[config.mk]
export PLATFORM = sky130hd
export DESIGN_NAME = anti_replay_window_check_top_flat
export DESIGN_NICKNAME = d
export VERILOG_FILES = /design/src/hw/rtl/arw_pkg.sv /design/src/hw/rtl/arw_if.sv /design/src/hw/rtl/arw_row_ram.sv /design/src/hw/rtl/anti_replay_window_check_top.sv /design/src/flat_wrapper.sv
export VERILOG_INCLUDE_DIRS = /design/src /design/src/hw/rtl
export SDC_FILE = /design/constraint.sdc
export NUM_CORES = 2
export LEC_CHECK = 0
export ABC_CLOCK_PERIOD_IN_PS = 17800
export BUFFER_PORTS_ARGS = -buffer_cell sky130_fd_sc_hd__buf_2
export CAP_MARGIN = 20
export CORE_MARGIN = 2
export CORE_UTILIZATION = 25
export DETAILED_ROUTE_END_ITERATION = 10
export GPL_TIMING_DRIVEN = 0
export PLACE_DENSITY = 0.36
export SETUP_SLACK_MARGIN = 0.1
export SYNTH_ARGS = -nofsm -noshare
export SYNTH_HDL_FRONTEND = slang
export SYNTH_SLANG_ARGS = --single-unit
[constraint.sdc]
create_clock -name clk -period 17.8 [get_ports clk]
set_input_delay 2.67 -clock clk [delete_from_list [all_inputs] [get_ports clk]]
set_output_delay 2.67 -clock clk [all_outputs]
set_load 0.01 [all_outputs]
[src/hw/rtl/anti_replay_window_check_top_defines.svh]
// Assertion macros for the anti-replay window check.
`ifndef ANTI_REPLAY_WINDOW_CHECK_TOP_DEFINES_SVH
`define ANTI_REPLAY_WINDOW_CHECK_TOP_DEFINES_SVH

// Same-cycle implication, sampled on clk, off while rst_n is low.
`define ARW_ASSERT_IMP(lbl, ante, cons, msg) \
  lbl: assert property (@(posedge clk) disable iff (!rst_n) (ante) |-> (cons)) \
    else $error(msg);

// Next-cycle implication, sampled on clk, off while rst_n is low.
`define ARW_ASSERT_NXT(lbl, ante, cons, msg) \
  lbl: assert property (@(posedge clk) disable iff (!rst_n) (ante) |=> (cons)) \
    else $error(msg);

`endif

[src/hw/rtl/arw_pkg.sv]
// Types and constants shared by the anti-replay window check.
package arw_pkg;

  localparam int NONCE_W  = 64;
  localparam int OFF_W    = 6;
  localparam int ROW_BITS = 64;
  localparam int TAG_W    = NONCE_W - OFF_W;

  typedef enum logic [2:0] {
    RSN_NEW_HIGH  = 3'd0,
    RSN_IN_WINDOW = 3'd1,
    RSN_EQUAL     = 3'd2,
    RSN_TOO_OLD   = 3'd3,
    RSN_SEEN      = 3'd4
  } reason_t;

  // One bitmap row: the 64-nonce block it holds and a seen flag per nonce.
  typedef struct packed {
    logic [TAG_W-1:0]    tag;
    logic [ROW_BITS-1:0] bits;
  } row_t;

  localparam logic [ROW_BITS-1:0] ROW_ONE = ROW_BITS'(1);

  // Unwritten rows stand for block zero with nonce zero marked.
  localparam row_t ROW_RST = '{tag: '0, bits: ROW_ONE};

endpackage

[src/hw/rtl/arw_if.sv]
// Valid/ready channel interfaces for nonces and check results.
interface arw_in_if;
  logic                        valid;
  logic                        ready;
  logic [arw_pkg::NONCE_W-1:0] nonce;

  modport source (output valid, output nonce, input ready);
  modport sink   (input valid, input nonce, output ready);
endinterface

interface arw_out_if;
  logic             valid;
  logic             ready;
  logic             accepted;
  arw_pkg::reason_t reason;

  modport source (output valid, output accepted, output reason, input ready);
  modport sink   (input valid, input accepted, input reason, output ready);
endinterface

[src/hw/rtl/arw_row_ram.sv]
// Ring of bitmap rows: one write port, one registered read port, per-row valid flags.
module arw_row_ram #(
  parameter int ROWS  = 16,
  parameter int IDX_W = $clog2(ROWS)
) (
  input  logic              clk,
  input  logic              rst_n,
  input  logic              rd_en,
  input  logic [IDX_W-1:0]  rd_idx,
  output arw_pkg::row_t     rd_row,
  input  logic              wr_en,
  input  logic [IDX_W-1:0]  wr_idx,
  input  arw_pkg::row_t     wr_row
);

  arw_pkg::row_t mem [ROWS];
  arw_pkg::row_t rd_data_r;
  logic          rd_vld_r;
  logic [ROWS-1:0] vld_r;

  always_ff @(posedge clk) begin
    if (wr_en) begin
      mem[wr_idx] <= wr_row;
    end
    if (rd_en) begin
      rd_data_r <= mem[rd_idx];
    end
  end

  always_ff @(posedge clk) begin
    if (!rst_n) begin
      vld_r    <= '0;
      rd_vld_r <= 1'b0;
    end else begin
      if (wr_en) begin
        vld_r[wr_idx] <= 1'b1;
      end
      if (rd_en) begin
        rd_vld_r <= vld_r[rd_idx];
      end
    end
  end

  assign rd_row = rd_vld_r ? rd_data_r : arw_pkg::ROW_RST;

endmodule

[src/hw/rtl/anti_replay_window_check_top.sv]
// Anti-replay sliding-window check: top level with check stage and result register.
//
//   channel | dir | handshake            | payload
//   in_ch   | in  | valid/ready          | nonce[63:0]
//   out_ch  | out | valid/ready          | accepted, reason[2:0]
//
// One nonce per cycle sustained while out_ch takes each result.
// The row RAM read issued on acceptance feeds the check stage the next cycle;
// a write to the same row by the item ahead is forwarded.
// Reset zeroes the highest nonce and clears the row valid flags.
// A result held on out_ch stalls the check stage, then in_ch.
`include "anti_replay_window_check_top_defines.svh"

module anti_replay_window_check_top #(
  parameter int WINDOW_BITS = 512
) (
  input  logic     clk,
  input  logic     rst_n,
  arw_in_if.sink   in_ch,
  arw_out_if.source out_ch
);

  localparam int ROWS  = 2 ** $clog2(WINDOW_BITS / arw_pkg::ROW_BITS + 2);
  localparam int IDX_W = $clog2(ROWS);

  logic                        s1_v_r;
  logic [arw_pkg::NONCE_W-1:0] s1_nonce_r;
  logic [arw_pkg::NONCE_W-1:0] h_r;
  logic                        out_v_r;
  logic                        out_acc_r;
  arw_pkg::reason_t            out_rsn_r;
  logic                        fwd_v_r;
  logic [IDX_W-1:0]            fwd_idx_r;
  arw_pkg::row_t               fwd_row_r;

  logic                        in_acc;
  logic                        s1_adv;
  logic [IDX_W-1:0]            in_idx;
  logic [arw_pkg::TAG_W-1:0]   s1_blk;
  logic [IDX_W-1:0]            s1_idx;
  logic [arw_pkg::OFF_W-1:0]   s1_off;
  arw_pkg::row_t               rd_row;
  arw_pkg::row_t               cur_row;
  logic                        tag_hit;
  logic                        seen;
  logic                        is_new;
  logic [arw_pkg::NONCE_W-1:0] diff;
  logic                        out_acc_nxt;
  arw_pkg::reason_t            out_rsn_nxt;
  logic                        wr_en;
  arw_pkg::row_t               wr_row;

  assign s1_adv       = s1_v_r && (!out_v_r || out_ch.ready);
  assign in_ch.ready  = !s1_v_r || s1_adv;
  assign in_acc       = in_ch.valid && in_ch.ready;
  assign in_idx       = in_ch.nonce[arw_pkg::OFF_W +: IDX_W];

  assign s1_blk = s1_nonce_r[arw_pkg::NONCE_W-1:arw_pkg::OFF_W];
  assign s1_idx = s1_blk[IDX_W-1:0];
  assign s1_off = s1_nonce_r[arw_pkg::OFF_W-1:0];

  arw_row_ram #(
    .ROWS  (ROWS),
    .IDX_W (IDX_W)
  ) u_rows (
    .clk    (clk),
    .rst_n  (rst_n),
    .rd_en  (in_acc),
    .rd_idx (in_idx),
    .rd_row (rd_row),
    .wr_en  (wr_en),
    .wr_idx (s1_idx),
    .wr_row (wr_row)
  );

  assign cur_row = (fwd_v_r && fwd_idx_r == s1_idx) ? fwd_row_r : rd_row;
  assign tag_hit = cur_row.tag == s1_blk;
  assign seen    = tag_hit && cur_row.bits[s1_off];
  assign is_new  = s1_nonce_r > h_r;
  assign diff    = h_r - s1_nonce_r;

  always_comb begin
    if (is_new) begin
      out_acc_nxt = 1'b1;
      out_rsn_nxt = arw_pkg::RSN_NEW_HIGH;
    end else if (diff == '0) begin
      out_acc_nxt = 1'b0;
      out_rsn_nxt = arw_pkg::RSN_EQUAL;
    end else if (diff > arw_pkg::NONCE_W'(WINDOW_BITS)) begin
      out_acc_nxt = 1'b0;
      out_rsn_nxt = arw_pkg::RSN_TOO_OLD;
    end else if (seen) begin
      out_acc_nxt = 1'b0;
      out_rsn_nxt = arw_pkg::RSN_SEEN;
    end else begin
      out_acc_nxt = 1'b1;
      out_rsn_nxt = arw_pkg::RSN_IN_WINDOW;
    end
  end

  // A stale tag means the row held an older block that has left the window.
  assign wr_en       = s1_adv && out_acc_nxt;
  assign wr_row.tag  = s1_blk;
  assign wr_row.bits = (tag_hit ? cur_row.bits : '0) | (arw_pkg::ROW_ONE << s1_off);

  always_ff @(posedge clk) begin
    if (!rst_n) begin
      s1_v_r  <= 1'b0;
      out_v_r <= 1'b0;
      fwd_v_r <= 1'b0;
      h_r     <= '0;
    end else begin
      if (in_ch.ready) begin
        s1_v_r <= in_ch.valid;
      end
      if (in_acc) begin
        fwd_v_r <= wr_en;
      end
      if (s1_adv) begin
        out_v_r <= 1'b1;
        if (is_new) begin
          h_r <= s1_nonce_r;
        end
      end else if (out_ch.ready) begin
        out_v_r <= 1'b0;
      end
    end
  end

  always_ff @(posedge clk) begin
    if (in_acc) begin
      s1_nonce_r <= in_ch.nonce;
      fwd_idx_r  <= s1_idx;
      fwd_row_r  <= wr_row;
    end
    if (s1_adv) begin
      out_acc_r <= out_acc_nxt;
      out_rsn_r <= out_rsn_nxt;
    end
  end

  assign out_ch.valid    = out_v_r;
  assign out_ch.accepted = out_acc_r;
  assign out_ch.reason   = out_rsn_r;

  `ARW_ASSERT_IMP(a_acc_matches_rsn, out_v_r, out_acc_r == (out_rsn_r == arw_pkg::RSN_NEW_HIGH || out_rsn_r == arw_pkg::RSN_IN_WINDOW), "accepted flag disagrees with reason")
  `ARW_ASSERT_NXT(a_new_high_taken, s1_adv && is_new, h_r == $past(s1_nonce_r), "highest nonce not updated")
  `ARW_ASSERT_IMP(a_stall_blocks_in, s1_v_r && out_v_r && !out_ch.ready, !in_ch.ready, "input taken while check stage stalled")
  `ARW_ASSERT_IMP(a_reject_no_write, s1_adv && !out_acc_nxt, !wr_en, "rejected nonce wrote the bitmap")

endmodule

[src/flat_wrapper.sv]
// flat-port wrapper written by rule: the top's interface ports become plain ports
module anti_replay_window_check_top_flat 
#(
  parameter int WINDOW_BITS = 512
)
  (clk, rst_n, in_ch_valid, in_ch_nonce, in_ch_ready, out_ch_valid, out_ch_accepted, out_ch_reason, out_ch_ready);
  arw_in_if in_ch_i ();
  arw_out_if out_ch_i ();
  input  logic clk;
  input  logic rst_n;
  input wire logic [$bits(in_ch_i.valid)-1:0] in_ch_valid;
  input wire logic [$bits(in_ch_i.nonce)-1:0] in_ch_nonce;
  output wire logic [$bits(in_ch_i.ready)-1:0] in_ch_ready;
  output wire logic [$bits(out_ch_i.valid)-1:0] out_ch_valid;
  output wire logic [$bits(out_ch_i.accepted)-1:0] out_ch_accepted;
  output wire logic [$bits(out_ch_i.reason)-1:0] out_ch_reason;
  input wire logic [$bits(out_ch_i.ready)-1:0] out_ch_ready;
  assign in_ch_i.valid = in_ch_valid;
  assign in_ch_i.nonce = in_ch_nonce;
  assign in_ch_ready = in_ch_i.ready;
  assign out_ch_valid = out_ch_i.valid;
  assign out_ch_accepted = out_ch_i.accepted;
  assign out_ch_reason = out_ch_i.reason;
  assign out_ch_i.ready = out_ch_ready;
  anti_replay_window_check_top #(.WINDOW_BITS(WINDOW_BITS)) u_core (.clk(clk), .rst_n(rst_n), .in_ch(in_ch_i), .out_ch(out_ch_i));
endmodule
==> results.md <==
| Item | Reported |
|:---|:---|
| Summed instance area of the synthesized netlist | 94,390 um2 |
| Required arrival time at the worst endpoint | 18.37 ns |
| RSZ-0062 raised after global routing | false |
| Maximum level of the CTS H-tree | 5 |
| Post-route antenna net violation count | 0 |
| Max-cap check violation count | 0 |
| Worst-case clock buffer depth | 4 |
| Post-CTS Setup Inserts | 0 |
| Overall track demand over capacity in global routing | 16.56% |
| Clock transition time at the flip-flop clock pins of the worst setup and hold paths | 0.06 ns |
| Final Max Tran Viols | 0 |
| Placer's final routability congestion estimate | 0.8890 |
| Synthesized instance count | 4,872 |
| Top-Level Pins | 74 |
| Final Total Pwr | 0.01238 W |
| Global-route congestion overflow total | 0 |
| Count of final hold-check violations | 0 |
| Final critical-path share of the clock period | 50.06% |
| Hold crit path type | reg -> reg |
| Die span in x | 618.5 um |
| Layout-stage area growth over the synthesis result | 21.50% |
| Number of fill cells in the layout | 36,648 |
| Cell Count, Final, Fillers Out | 10,698 |
| Later-pin clock latency in the skew report | 0.90 ns |
| Number of instances in the placed design | 10,197 |
| CTS sink cnt | 2,348 |
| Worst setup EP type | flop |
| Core Rows | 225 |
| TritonCTS clock tree | yes |
| Placeable core area | 375,800 um2 |
| Fraction of registers with async set or reset after synthesis | 0% |
| Post-route clock skew | 0.05316 ns |
| Vias in the first global route | 52,693 |
| Prevailing post-synth register cell | sky130_fd_sc_hd__edfxtp_1 |
| Leak Pwr | 38.63 nW |
| Clock Root Buffer | sky130_fd_sc_hd__clkbuf_16 |
| Total clock buffers created by CTS | 275 |
| Ratio of cells with drive above 1 in the final layout | 25.32% |
| Largest net degree at the start of global routing | 79 |
| Post-synth EDFFs | 2,264 |
| Wire length after detailed routing | 321.3 mm |
| Via count of the routed design | 51,182 |
| Crit Path Max Fanout | 22 |
| Initial antenna violation count | 20 |
| Result of the run | finished clean |
| DRC violation count after routing | 0 |
| Tightest slew margin relative to the limit | 22.47% |
| Top-area cell type share of the netlist area | 72.03% |
| Category of the most critical setup path | reg -> reg |
| Mapped Avg Cell Area | 19.37 um2 |
| Count of instances resized after the clock tree is built | 0 |
| Largest cells by area after synthesis | sky130_fd_sc_hd__edfxtp_1 72%, sky130_fd_sc_hd__mux4_2 15%, sky130_fd_sc_hd__dfxtp_1 1.8%, sky130_fd_sc_hd__nand2_1 1.2%, sky130_fd_sc_hd__a21oi_1 1.1% |
| Wire per inst | 30.04 um |
| HPWL reported at the end of detailed placement | 225.1 mm |
| Proportion of synthesized chip area in sequential cells | 73.81% |
| Cell Pwr Density | 107.9 nW/um2 |
| #FFs+latches synth | 2,348 |
| Nets | 5,624 |
| Final Setup Violations | 0 |
| Largest area contributor in the netlist | sky130_fd_sc_hd__edfxtp_1 |
| Vias per cell | 4.784 |
| Global-route wire length before repair | 443.3 mm |
| Worst Path Arrival | 9.48 ns |
| Kind of launch point of the worst setup path | flop |
| Unique masters post-synth | 78 |
| Tightest Pin Transition | 1.163 ns |
| Detailed Route Iter0 Violations | 5,080 |
| Max Clk Rate | 112.2 MHz |
| First-pass DRT Iterations | 6 |
| Tmin final | 8.911 ns |
| Total number of yosys warnings | 0 |
| Starting Density | 25.12% |
| Floorplan die area | 382,500 um2 |
| Cts hold-fix bufs | 0 |
| Die Height | 618.5 um |
| Max rail drop VDD | 0.07007 mV |
| Post-Synthesis Net Count | 5,005 |
| IO Port Bufs | 72 |
routing by layer:
metal	track usage [%]	part of all wire [%]	up-vias
met3	2.047	4.3	373
met4	3.889	2.3	0
li1	-	-	21513
met2	27.77	49	1432
met5	0	0	-
met1	22.83	45	27864
final timing paths:
| kind | cells after the start | slack [ns] | start | to |
|---|---|---|---|---|
| max reg2reg | 19 | 8.89 | u_core.s1_nonce_r[14]$_DFFE_PP_ | u_core.u_rows.mem[11][92]$_DFFE_PP_ |
| max | 19 | 8.89 | u_core.s1_nonce_r[14]$_DFFE_PP_ | u_core.u_rows.mem[11][92]$_DFFE_PP_ |
| min | 1 | 0.47 | u_core.u_rows.vld_r[5]$_SDFFE_PN0P_ | u_core.u_rows.vld_r[5]$_SDFFE_PN0P_ |
| min reg2reg | 1 | 0.47 | u_core.u_rows.vld_r[5]$_SDFFE_PN0P_ | u_core.u_rows.vld_r[5]$_SDFFE_PN0P_ |
metrics by stage:
step           hold slack (ns)  util (%)  setup TNS (ns)  setup slack, ns  area [um2]
2_1_floorplan           0.4354         -               0            4.247       94390
3_3_place_gp            0.4419     26.87        -4825.55           -15.61      101000
3_5_place_dp            0.4530     28.17               0            9.092      105900
4_1_cts                 0.4672     30.48               0            9.033      114500
5_1_grt                 0.4874     30.51               0            8.571      114700
6_report                0.4660     30.52               0            8.889      114700
registers in the layout, indices dropped and copies added, names as in the netlist:
name and cells:
u_core.out_ch.valid 1, u_core.s1_v_r 1, u_core.s1_nonce_r 64, u_core.u_rows.vld_r 16, u_core.u_rows.rd_vld_r 1, u_core.u_rows.rd_data_r 122
u_core.out_ch.accepted 1, u_core.fwd_row_r 122, u_core.fwd_v_r 1, u_core.h_r 64, u_core.out_ch.reason 3, u_core.u_rows.mem 1952
power by group:
| group | switching, W | internal, W | total [W] |
|---|---|---|---|
| registers | 0.0000918 | 0.00611 | 0.00620 |
| clock network | 0.00232 | 0.00320 | 0.00552 |
| logic | 0.000420 | 0.000242 | 0.000662 |
worst max-delay path: stages (launching register included):
cell	delay, ns
sky130_fd_sc_hd__edfxtp_1	1.04
sky130_fd_sc_hd__inv_1	0.40
sky130_fd_sc_hd__ha_1	0.39
sky130_fd_sc_hd__clkbuf_1	0.31
sky130_fd_sc_hd__nand4_1	0.37
sky130_fd_sc_hd__nor2_1	0.45
sky130_fd_sc_hd__nand3_1	0.12
sky130_fd_sc_hd__o21ai_0	0.80
sky130_fd_sc_hd__a211oi_1	0.43
sky130_fd_sc_hd__mux2_2	0.42
sky130_fd_sc_hd__a2111oi_0	0.76
sky130_fd_sc_hd__nand4b_1	0.19
sky130_fd_sc_hd__nor3_1	0.54
sky130_fd_sc_hd__a41oi_4	0.45
sky130_fd_sc_hd__buf_6	0.32
sky130_fd_sc_hd__nor2_4	0.65
sky130_fd_sc_hd__buf_12	0.28
sky130_fd_sc_hd__buf_16	0.18
sky130_fd_sc_hd__buf_16	0.17
sky130_fd_sc_hd__buf_12	0.20
Yosys cell counts, drive strengths merged (26+ instances only):
| cell | instances |
|---|---|
| xor2 | 26 |
| dfxtp | 84 |
| nor3 | 34 |
| ha | 64 |
| xnor2 | 34 |
| edfxtp | 2264 |
| a21boi | 84 |
| and3 | 42 |
| nand2 | 313 |
| inv | 97 |
| a21oi | 207 |
| nor2 | 109 |
| buf | 81 |
| clkbuf | 187 |
| o21ai | 87 |
| nand3 | 85 |
| o22ai | 82 |
| mux4 | 624 |
| nand4 | 54 |
| o21a | 29 |
cell type report:
cell class                      instances  area (um2)  share of cell area (%)
Multi-Input combinational cell       2159       23520                   20.51
Timing Repair Buffer                  342        5119                   4.463
Antenna cell                            5       12.51                 0.01091
Tap cell                             4994        6248                   5.448
Buffer                                268        1085                  0.9459
Clock buffer                          353        7497                   6.537
Clock inverter                        132        1166                   1.017
Inverter                               97       371.6                  0.3240
Sequential cell                      2348       69670                   60.75
cell usage in the layout (no fill, tap or decap), types with 13 or more instances in the layout:
master,netlist,routed
sky130_fd_sc_hd__mux4_2,624,624
sky130_fd_sc_hd__a31oi_1,13,13
sky130_fd_sc_hd__nand3_1,85,85
sky130_fd_sc_hd__a21oi_1,207,207
sky130_fd_sc_hd__o21a_1,29,29
sky130_fd_sc_hd__ha_1,64,64
sky130_fd_sc_hd__bufinv_16,0,15
sky130_fd_sc_hd__o21ai_0,84,84
sky130_fd_sc_hd__dfxtp_1,84,84
sky130_fd_sc_hd__nor2_4,0,15
sky130_fd_sc_hd__edfxtp_1,2264,2264
sky130_fd_sc_hd__buf_4,7,37
sky130_fd_sc_hd__nor3_1,34,34
sky130_fd_sc_hd__inv_1,97,96
sky130_fd_sc_hd__clkbuf_16,0,285
sky130_fd_sc_hd__nand2_1,312,312
sky130_fd_sc_hd__xor2_1,26,26
sky130_fd_sc_hd__buf_1,54,54
sky130_fd_sc_hd__a211oi_1,25,25
sky130_fd_sc_hd__buf_16,0,46
sky130_fd_sc_hd__nor2_1,100,94
sky130_fd_sc_hd__xnor2_1,34,34
sky130_fd_sc_hd__and3_1,42,42
sky130_fd_sc_hd__buf_2,18,90
sky130_fd_sc_hd__buf_6,2,39
sky130_fd_sc_hd__nand4_1,54,54
sky130_fd_sc_hd__nor4_1,17,17
sky130_fd_sc_hd__o211ai_1,20,20
sky130_fd_sc_hd__clkbuf_1,186,232
sky130_fd_sc_hd__clkinv_2,0,43
sky130_fd_sc_hd__o22ai_2,0,22
sky130_fd_sc_hd__a21o_1,19,19
sky130_fd_sc_hd__buf_12,0,99
sky130_fd_sc_hd__clkinv_1,0,48
sky130_fd_sc_hd__a21boi_0,82,82
sky130_fd_sc_hd__and2_1,13,13
sky130_fd_sc_hd__buf_8,0,57
sky130_fd_sc_hd__o22ai_1,82,60
cell families (layout without fill, tap and decap cells):
kind of cell / count (synthesis) / after routing / synth area share [%]
fa+ha+maj: 65 / 65 / 0.8696
compound gates: 675 / 675 / 4.629
xor+xnor: 60 / 60 / 0.5567
mux: 634 / 634 / 15.00
flops: 2348 / 2348 / 73.81
simple gates: 725 / 725 / 3.619
other cells: 0 / 5 / 0
buf+inv: 365 / 1192 / 1.520
Note: power is estimated with default switching activity, not from simulation.
